<file path="src/rtl/skro_pkg.sv">
// Shared types and constants for the six-key rollover slot table.
// Holds the item and result structs and the controller-to-datapath commands.
// No dependencies.
package skro_pkg;

    localparam int SLOT_COUNT_DEF = 6;
    localparam int SHOWN_SLOTS    = 6;
    localparam int CODE_W         = 8;
    localparam int COUNT_W        = 8;

    // Input operation codes
    localparam logic OP_PRESS   = 1'b0;
    localparam logic OP_RELEASE = 1'b1;

    // Result kinds
    localparam logic KIND_REPORT = 1'b0;
    localparam logic KIND_DIVERT = 1'b1;

    typedef struct packed {
        logic              operation;
        logic [CODE_W-1:0] key_code;
        logic              leader_active;
    } t_item;

    typedef struct packed {
        logic              kind;
        logic [CODE_W-1:0] slot_code_0;
        logic [CODE_W-1:0] slot_code_1;
        logic [CODE_W-1:0] slot_code_2;
        logic [CODE_W-1:0] slot_code_3;
        logic [CODE_W-1:0] slot_code_4;
        logic [CODE_W-1:0] slot_code_5;
        logic [CODE_W-1:0] diverted_code;
        logic              last;
    } t_result;

    typedef enum logic [2:0] {
        CMD_NOP,
        CMD_LOAD,
        CMD_DIVERT,
        CMD_PRESS_CLEAR,
        CMD_PRESS_NEW,
        CMD_RELEASE,
        CMD_RESTORE
    } t_cmd;

    typedef struct packed {
        logic code_zero;
        logic release_op;
        logic leader;
        logic hit_any;
        logic free_any;
    } t_dp_status;

endpackage

</file>
<file path="src/rtl/skro_ctrl.sv">
// Sequencing controller for the slot table.
// Decides the command for each item from datapath status; uses skro_pkg.
module skro_ctrl import skro_pkg::*; (
    input  logic       i_clk,
    input  logic       i_rst_n,
    input  logic       i_start,
    input  t_dp_status i_status,
    output t_cmd       o_cmd,
    output logic       o_busy
);

    typedef enum logic [1:0] {
        ST_IDLE,
        ST_EVAL,
        ST_RESTORE
    } t_state;

    t_state r_state, n_state;
    logic   r_busy, n_busy;

    // Pick the next state and the command for this cycle
    always_comb begin
        n_state = r_state;
        n_busy  = r_busy;
        o_cmd   = CMD_NOP;
        unique case (r_state)
            ST_IDLE: begin
                if (i_start) begin
                    o_cmd   = CMD_LOAD;
                    n_state = ST_EVAL;
                    n_busy  = 1'b1;
                end
            end
            ST_EVAL: begin
                n_state = ST_IDLE;
                n_busy  = 1'b0;
                if (!i_status.code_zero) begin
                    if (i_status.release_op) begin
                        o_cmd = CMD_RELEASE;
                    end else if (i_status.leader) begin
                        o_cmd = CMD_DIVERT;
                    end else if (i_status.hit_any) begin
                        o_cmd   = CMD_PRESS_CLEAR;
                        n_state = ST_RESTORE;
                        n_busy  = 1'b1;
                    end else if (i_status.free_any) begin
                        o_cmd = CMD_PRESS_NEW;
                    end
                end
            end
            ST_RESTORE: begin
                o_cmd   = CMD_RESTORE;
                n_state = ST_IDLE;
                n_busy  = 1'b0;
            end
            default: begin
                n_state = ST_IDLE;
                n_busy  = 1'b0;
            end
        endcase
    end

    // Hold state and the busy flag
    always_ff @(posedge i_clk) begin
        if (!i_rst_n) begin
            r_state <= ST_IDLE;
            r_busy  <= 1'b0;
        end else begin
            r_state <= n_state;
            r_busy  <= n_busy;
        end
    end

    assign o_busy = r_busy;

endmodule

</file>
<file path="src/rtl/skro_datapath.sv">
// Slot table datapath: code and press-count registers, searches, result register.
// Executes one command per cycle from skro_ctrl; uses skro_pkg.
module skro_datapath import skro_pkg::*; #(
    parameter int SLOT_COUNT = SLOT_COUNT_DEF
) (
    input  logic       i_clk,
    input  logic       i_rst_n,
    input  t_item      i_item,
    input  t_cmd       i_cmd,
    output t_dp_status o_status,
    output logic       o_strobe,
    output t_result    o_result
);

    localparam int PAD = (SLOT_COUNT > SHOWN_SLOTS) ? SLOT_COUNT : SHOWN_SLOTS;

    t_item              r_item;
    logic [CODE_W-1:0]  r_code  [SLOT_COUNT];
    logic [COUNT_W-1:0] r_count [SLOT_COUNT];
    logic [CODE_W-1:0]  n_code  [SLOT_COUNT];
    logic [COUNT_W-1:0] n_count [SLOT_COUNT];
    logic [CODE_W-1:0]  show    [PAD];
    logic               r_strobe, n_strobe;
    t_result            r_result, n_result;

    logic [SLOT_COUNT-1:0] match, empty, one;
    logic [SLOT_COUNT-1:0] hit_sel, free_sel, dec_sel, clr_sel;

    // Compare every slot; pick the highest match, free slot and count-one slot
    always_comb begin
        logic seen_match, seen_empty, seen_one;
        seen_match = 1'b0;
        seen_empty = 1'b0;
        seen_one   = 1'b0;
        for (int i = 0; i < SLOT_COUNT; i++) begin
            match[i] = (r_code[i] == r_item.key_code);
            empty[i] = (r_code[i] == '0);
            one[i]   = match[i] && (r_count[i] == COUNT_W'(1));
        end
        for (int i = SLOT_COUNT - 1; i >= 0; i--) begin
            hit_sel[i]  = match[i] && !seen_match;
            free_sel[i] = empty[i] && !seen_empty;
            dec_sel[i]  = match[i] && !seen_one;
            clr_sel[i]  = one[i] && !seen_one;
            seen_match  = seen_match | match[i];
            seen_empty  = seen_empty | empty[i];
            seen_one    = seen_one | one[i];
        end
    end

    assign o_status.code_zero  = (r_item.key_code == '0);
    assign o_status.release_op = (r_item.operation == OP_RELEASE);
    assign o_status.leader     = r_item.leader_active;
    assign o_status.hit_any    = |match;
    assign o_status.free_any   = |empty;

    // Apply the command to the table and build the report
    always_comb begin
        n_strobe = 1'b0;
        for (int i = 0; i < SLOT_COUNT; i++) begin
            n_code[i]  = r_code[i];
            n_count[i] = r_count[i];
        end
        for (int j = 0; j < PAD; j++) begin
            show[j] = '0;
        end
        case (i_cmd)
            CMD_PRESS_NEW: begin
                n_strobe = 1'b1;
                for (int i = 0; i < SLOT_COUNT; i++) begin
                    if (free_sel[i]) begin
                        n_code[i]  = r_item.key_code;
                        n_count[i] = r_count[i] + COUNT_W'(1);
                    end
                end
            end
            CMD_RELEASE: begin
                n_strobe = |one;
                for (int i = 0; i < SLOT_COUNT; i++) begin
                    if (dec_sel[i]) begin
                        n_count[i] = r_count[i] - COUNT_W'(1);
                    end
                    if (clr_sel[i]) begin
                        n_code[i] = '0;
                    end
                end
            end
            CMD_RESTORE: begin
                n_strobe = 1'b1;
                for (int i = 0; i < SLOT_COUNT; i++) begin
                    if (hit_sel[i]) begin
                        n_count[i] = r_count[i] + COUNT_W'(1);
                    end
                end
            end
            CMD_DIVERT, CMD_PRESS_CLEAR: begin
                n_strobe = 1'b1;
            end
            default: ;
        endcase
        // Report the updated table; a repeated press first shows its slot empty
        for (int i = 0; i < SLOT_COUNT; i++) begin
            show[i] = (i_cmd == CMD_PRESS_CLEAR && hit_sel[i]) ? '0 : n_code[i];
        end
        n_result.kind          = (i_cmd == CMD_DIVERT) ? KIND_DIVERT : KIND_REPORT;
        n_result.slot_code_0   = show[0];
        n_result.slot_code_1   = show[1];
        n_result.slot_code_2   = show[2];
        n_result.slot_code_3   = show[3];
        n_result.slot_code_4   = show[4];
        n_result.slot_code_5   = show[5];
        n_result.diverted_code = (i_cmd == CMD_DIVERT) ? r_item.key_code : '0;
        n_result.last          = (i_cmd != CMD_PRESS_CLEAR);
    end

    // Hold the table and the strobe
    always_ff @(posedge i_clk) begin
        if (!i_rst_n) begin
            r_strobe <= 1'b0;
            for (int i = 0; i < SLOT_COUNT; i++) begin
                r_code[i]  <= '0;
                r_count[i] <= '0;
            end
        end else begin
            r_strobe <= n_strobe;
            for (int i = 0; i < SLOT_COUNT; i++) begin
                r_code[i]  <= n_code[i];
                r_count[i] <= n_count[i];
            end
        end
    end

    // Capture the item and the result payload
    always_ff @(posedge i_clk) begin
        if (i_cmd == CMD_LOAD) begin
            r_item <= i_item;
        end
        r_result <= n_result;
    end

    assign o_strobe = r_strobe;
    assign o_result = r_result;

    a_clear_has_hit: assert property (@(posedge i_clk) disable iff (!i_rst_n)
        i_cmd == CMD_PRESS_CLEAR |-> $onehot(hit_sel))
        else $error("repeated press without a matching slot");

    a_new_has_free: assert property (@(posedge i_clk) disable iff (!i_rst_n)
        i_cmd == CMD_PRESS_NEW |-> $onehot(free_sel))
        else $error("new press without a free slot");

    a_clear_then_restore: assert property (@(posedge i_clk) disable iff (!i_rst_n)
        i_cmd == CMD_PRESS_CLEAR |=> i_cmd == CMD_RESTORE)
        else $error("cleared report not followed by restore");

    a_first_then_last: assert property (@(posedge i_clk) disable iff (!i_rst_n)
        r_strobe && !r_result.last |=> r_strobe && r_result.last)
        else $error("first of two reports not followed by final report");

endmodule

</file>
<file path="src/rtl/six_key_rollover_slot_table_unit.sv">
// Six-key rollover slot table for a boot keyboard report.
//
// Input: raise start with i_item (operation, key_code, leader_active); the
// transfer happens at the edge where start is high and busy is low. busy rises
// the cycle after and stays high while the item is worked on.
// Output: each result sits on o_result for one cycle, flagged by o_strobe, and
// is taken at the end of that cycle; the receiver cannot stall the block.
// Timing: the controller evaluates each item in its evaluate state, so busy is high
// for one cycle; the result is on the ports in the cycle after that. A new item
// is taken once busy is low, so it can enter while the previous result is shown.
// A repeated press adds a restore state: busy stays high through it, and its two
// reports come on consecutive cycles, the second with last set. Code zero, a new
// press on a full table and a release not reaching zero produce no strobe.
// Reset: synchronous active-low i_rst_n empties all slots, zeroes the press
// counters and returns the controller to idle.
module six_key_rollover_slot_table_unit import skro_pkg::*; #(
    parameter int SLOT_COUNT = SLOT_COUNT_DEF
) (
    input  logic    i_clk,
    input  logic    i_rst_n,
    input  logic    start,
    input  t_item   i_item,
    output logic    busy,
    output logic    o_strobe,
    output t_result o_result
);

    t_cmd       cmd;
    t_dp_status status;

    // Sequence each item
    skro_ctrl u_ctrl (
        .i_clk    (i_clk),
        .i_rst_n  (i_rst_n),
        .i_start  (start),
        .i_status (status),
        .o_cmd    (cmd),
        .o_busy   (busy)
    );

    // Hold the slot table and drive results
    skro_datapath #(
        .SLOT_COUNT (SLOT_COUNT)
    ) u_datapath (
        .i_clk    (i_clk),
        .i_rst_n  (i_rst_n),
        .i_item   (i_item),
        .i_cmd    (cmd),
        .o_status (status),
        .o_strobe (o_strobe),
        .o_result (o_result)
    );

endmodule

</file>
<file path="config.mk">
export PLATFORM = sky130hd
export DESIGN_NAME = six_key_rollover_slot_table_unit
export DESIGN_NICKNAME = d
export VERILOG_FILES = /design/src/rtl/skro_pkg.sv /design/src/rtl/skro_ctrl.sv /design/src/rtl/skro_datapath.sv /design/src/rtl/six_key_rollover_slot_table_unit.sv
export SDC_FILE = /design/constraint.sdc
export NUM_CORES = 1
export LEC_CHECK = 0
export BUFFER_PORTS_ARGS = -buffer_cell sky130_fd_sc_hd__buf_2
export CAP_MARGIN = 40
export CORE_MARGIN = 8
export CORE_UTILIZATION = 50
export CTS_CLUSTER_SIZE = 8
export DETAILED_ROUTE_END_ITERATION = 8
export GPL_ROUTABILITY_DRIVEN = 1
export GPL_TIMING_DRIVEN = 0
export PLACE_DENSITY_LB_ADDON = 0.25
export SETUP_SLACK_MARGIN = 0.3
export SYNTH_ARGS = -nofsm -noshare
export SYNTH_HDL_FRONTEND = slang
export SYNTH_SLANG_ARGS = --single-unit
</file>
<file path="constraint.sdc">
create_clock -name i_clk -period 4.2 [get_ports i_clk]
set_clock_uncertainty 0.2 [all_clocks]
set_input_delay 0.21 -clock i_clk [delete_from_list [all_inputs] [get_ports i_clk]]
set_output_delay 0.21 -clock i_clk [all_outputs]
set_load 0.02 [all_outputs]
</file>
## Word level (Yosys, flattened, before mapping)

Memory sizes are Yosys's and may differ from the RTL's.
Index checks and enable logic that the tools add are counted.

| word-level totals | value |
|---|---|
| flip-flop bits (word level) | 72 |
| memory bits (writable) | 96 |
| input port bits | 13 |
| output and inout bits | 60 |
| word-level logic and storage cells | 201 |
| memories kept | 2 |

Memory list:

| name | depth | width | rd ports | clocked after memory_dff | wr ports | line | source |
|---|---|---|---|---|---|---|---|
| u_datapath.r_code | 6 | 8 | 6 | 0 | 6 | skro_datapath.sv:18 | `logic [CODE_W-1:0] r_code [SLOT_COUNT];` |
| u_datapath.r_count | 6 | 8 | 6 | 0 | 6 | skro_datapath.sv:19 | `logic [COUNT_W-1:0] r_count [SLOT_COUNT];` |

| operators by class | value |
|---|---|
| add/subtract/negate cells | 12 |
| equal/unequal tests | 22 |
| muxes and demuxes | 67 |
| bitwise operators | 24 |
| reductions and logical operators | 59 |

Operators with widths:

| cell | number |
|---|---|
| $mux 8 | 42 |
| $pmux 48 s3 | 1 |
| $pmux 48 s2 | 1 |
| $logic_not 8->1 | 7 |
| $add 8x1->8 const B | 6 |
| $eq 8x1->1 const B | 6 |
| $eq 8x8->1 | 6 |
| $sub 8x1->8 const B | 6 |
| $logic_and 1x1->1 | 32 |
| $or 1x1->1 | 24 |
| $reduce_or 6->1 | 3 |
| $logic_not 1->1 | 15 |
| $mux 3 | 5 |
| $mux 2 | 5 |
| $eq 3x3->1 const B | 3 |
| $mux 1 | 9 |
| $pmux 3 s3 | 1 |
| $eq 3x2->1 const B | 2 |
| $pmux 1 s2 | 2 |
| $pmux 2 s2 | 1 |
| $reduce_or 4->1 | 1 |
| $eq 3x1->1 const B | 1 |
| $ne 3x2->1 const B | 1 |
| $eq 2x1->1 const B | 1 |
| other kinds (3) | 3 |

## Longest topological paths before layout

An unclocked memory read counts as a cell.

| depth | value |
|---|---|
| word-level depth | 12 |
| gate-level depth with buffers | 11 |
| depth with buffers taken out | 9 |

## By module

Synthesis repeated with hierarchy kept, for this count alone.

| unflattened totals | value |
|---|---|
| cell total of the unflattened synthesis | 908 |
| area total of the unflattened synthesis | 8109.0 um^2 |

Modules (own cells, without submodules):

| module | times used | cells an instance | area an instance (um^2) | sequential area each (um^2) |
|---|---|---|---|---|
| skro_datapath | 1 | 888 | 7950.1 | 3403.3 |
| skro_ctrl | 1 | 20 | 158.9 | 60.1 |

## Worst setup path after synthesis

OpenSTA, ideal clock, no wires.

| path | value |
|---|---|
| kind | register to register |
| from | reg u_datapath.r_item[5] in the netlist's numbering |
| to | mem u_datapath.r_count[5][2] (netlist: u_datapath.r_count[0][42]) |
| data arrival time | 2.406 ns |
| path slack | 1.479 ns |
| stages on the path, launching flop included | 12 |
| path through | edfxtp_1 > buf_4 > buf_4 > xnor2_1 > nand4_1 > nor2_1 > nor4_1 > nand3_1 > o221a_2 > buf_2 > and3_1 > o21a_1 |

RTL lines:

| what | line | source |
|---|---|---|
| start: declaration | skro_datapath.sv:17 | `t_item r_item;` |
| start signal: assignment | skro_datapath.sv:136 | `r_item <= i_item;` |
| end: declaration | skro_datapath.sv:19 |  |

==> results.cfg <==
[clock_network]
ctsLongestPathBuffers = 2
path_clk_slew_ps = 70
insertion_delay_ps = 440
cts_resized = 0
root_buffer = clkbuf_16
post-cts-setup-buffer-count = 0
cts_hold_buf = 12
htreeDepth = 4
cts_tree = yes
numCtsBuffers = 17
cts_sinks = 168

[global_route]
grt_max_degree = 18
grt_pass1_vias = 6647
grt_overflow = 0
gr-usage-all-layers_pct = 21.6
antenna_found_initial = 0
grt_pass1_wl_um = 34500

[die]
core_area_sq_um = 15800
die_y_um = 142
io_pins = 73
start_util_pct = 50.7
dieArea_sq_um = 20300
num_rows = 46
die_w_um = 142

[synth]
syn-cell-area_sq_um = 8000
synth_seq_cells = 168
async_flop_share_pct = 0
synth_top_family_by_area = simple AND/OR/NAND/NOR gates
synthSimpleGateAreaFrac_pct = 23.2
synth_xor_xnor_area_share_pct = 6.13
synth_edf_count = 10
ys_seq_area_share_pct = 43.3
ys_warn_count = 0
synth_nets = 953
ys.flop_type = dfxtp_1
avgSynthCellArea_sq_um = 8.67
postSynthCellCount = 922
synthMuxAreaShare_pct = 1.88
ys_types = 72
synth_adder_area_share_pct = 2.82
synth_compound_area_share_pct = 17.3

[route]
drc_errors = 0
vias_per_cell = 5.73
wire_per_inst_um = 17.2
drt_iter0_drc = 588
ant_nets = 0
wl_um = 21500
vias = 7185
drt_pass1_iterations = 5

[critical_path]
worstPathRequired_ps = 4310
startpoint_type = flip-flop
cp_num_buf_inv = 1
worstSetupPathType = flip-flop to flip-flop
slowest_delay_ps = 690
critPathSlowestCell = nor4b_1
crit_arrival_ps = 3710
path_cells = or4_1, nor4b_1, nand3_1, o211ai_2, a32oi_1, o21ai_1, buf_4, mux2i_1, nor2_1
end_kind = flip-flop
cp_max_fo = 10
path_delay_family = simple AND/OR/NAND/NOR gates

[place]
pre_cts_slack_ps = 604
dp.cells = 1210
dp_hpwl_um = 15800
port_buffers = 72
place_congestion = 0.977

[sta]
finalSetupTns_ps = 0
finalMaxSlewViolations = 0
max_slew_margin_pct = 41.9
post-route-period-util_pct = 85.8
timing.final.ws_setup_ps = 597
fin_crit_ps = 3600
worstMarginPinSlew_ps = 865
setup_viol = 0
max_clock_freq_mhz = 278
hold_viol = 0
rsz0062_at_grt = no

[power_and_ir_drop]
ir_drop_mv = 0.280
p_per_area_nw_per_um2 = 381
p_leak_nw = 3.84

[flow_run]
maxCapViolCount = 0

[finish]
stdcell_count = 1254
antennaDiodeCount = 0
final_nets = 1056
area_growth_pct = 16.7
drive_above_1_share_pct = 14.7

[worst_hold_path]
hold_class = flip-flop to flip-flop

[run_status]
status = completed
==> per-layer routing <==
| layer | global-route usage, % | part of all wire, % | vias up |
|---|---|---|---|
| li1 | - | - | 3511 |
| met4 | 7.77 | 1.9 | 0 |
| met3 | 4.66 | 6.7 | 35 |
| met1 | 28.1 | 45 | 3395 |
| met2 | 34.4 | 46 | 244 |
| met5 | 0 | 0 | - |
==> metrics by stage <==
stage	hold WS (ps)	power, W	utilization [%]	instance area [sq um]
floorplan	109	0.00192	-	8000
global placement	187	0.00201	54.7	8630
detailed placement	188	0.00202	54.7	8630
CTS	266	0.00357	59.2	9330
global route	280	0.00368	59.2	9330
finish	279	0.00355	59.2	9330
==> registers in the layout (all words and copies together) (netlist names) <==
| register | flops |
|---|---|
| u_ctrl.o_busy | 1 |
| u_ctrl.r_state | 2 |
| u_datapath.o_result | 58 |
| u_datapath.o_status | 2 |
| u_datapath.o_strobe | 1 |
| u_datapath.r_code | 48 |
| u_datapath.r_count | 48 |
| u_datapath.r_item | 8 |
==> Yosys cell counts, types with 5 or more instances <==
cell type / n / area (sq um)
a31oi_1: 5 / 31.3
edfxtp_1: 10 / 300
nor2_1: 96 / 360
dfxtp_1: 158 / 3160
or3_1: 8 / 50.1
clkbuf_1: 18 / 67.6
nor4_1: 23 / 144
a41oi_1: 5 / 43.8
o31ai_1: 21 / 158
and4_1: 5 / 43.8
nor3_1: 33 / 165
buf_4: 14 / 105
or4_1: 22 / 165
xor2_1: 26 / 228
buf_2: 12 / 60.1
inv_1: 38 / 143
and3_1: 14 / 87.6
nand2_1: 86 / 323
ha_1: 18 / 225
a21oi_1: 80 / 400
o211ai_1: 7 / 52.6
and2_1: 18 / 113
nand4_1: 13 / 81.3
nand3_1: 19 / 95.1
a22o_1: 6 / 52.6
nand2b_1: 11 / 68.8
o21ai_1: 10 / 50.1
xnor2_1: 30 / 263
o21ai_0: 29 / 145
a32oi_1: 5 / 43.8
mux2i_1: 15 / 150
==> worst min-delay path: stages (launching register included) <==
cell and delay [ps]:
dfxtp_1 330, nand2_1 60, mux2i_1 50
==> worst paths after layout <==
check	startpoint	endpoint	slack [ps]	cells past startpoint
worst max-delay path	u_datapath.r_count[0][43]	u_datapath.r_count[0][17]	600	9
worst min-delay path	u_datapath.r_count[0][39]	u_datapath.r_count[0][39]	280	2
worst max register to register	u_datapath.r_count[0][43]	u_datapath.r_count[0][17]	600	9
worst min register to register	u_datapath.r_count[0][39]	u_datapath.r_count[0][39]	280	2
==> cells by family after synthesis <==
group / after synthesis
fa+ha+maj: 18
simple gates: 366
compound gates: 210
flops: 168
mux: 15
xor+xnor: 56
buf+inv: 89
==> placed cells by master, fill, tap and decap left out, types with 19 or more instances in the layout <==
| cell type | instances |
|---|---|
| nand3_1 | 19 |
| dfxtp_1 | 158 |
| o21ai_0 | 29 |
| nor2_1 | 96 |
| o31ai_1 | 21 |
| buf_2 | 84 |
| nand2_1 | 86 |
| nor4_1 | 23 |
| xnor2_1 | 30 |
| xor2_1 | 26 |
| nor3_1 | 33 |
| inv_1 | 38 |
| or4_1 | 22 |
| a21oi_1 | 80 |
==> final cells by class <==
| class | instances | area [sq um] |
|---|---|---|
| Buffer | 51 | 289 |
| Clock buffer | 17 | 425 |
| Clock inverter | 15 | 156 |
| Fill cell | 1488 | 6440 |
| Inverter | 38 | 143 |
| Multi-Input combinational cell | 665 | 4100 |
| Sequential cell | 168 | 3460 |
| Tap cell | 216 | 270 |
| Timing Repair Buffer | 84 | 480 |
==> where the power goes <==
group          switching [W]  total (W)  internal (W)  leakage, nW
sequential         0.0000230    0.00166       0.00164         1.37
clock               0.000714    0.00156      0.000842        0.282
combinational       0.000215   0.000332      0.000117         2.18
Note: power is estimated with default switching activity, not from simulation.
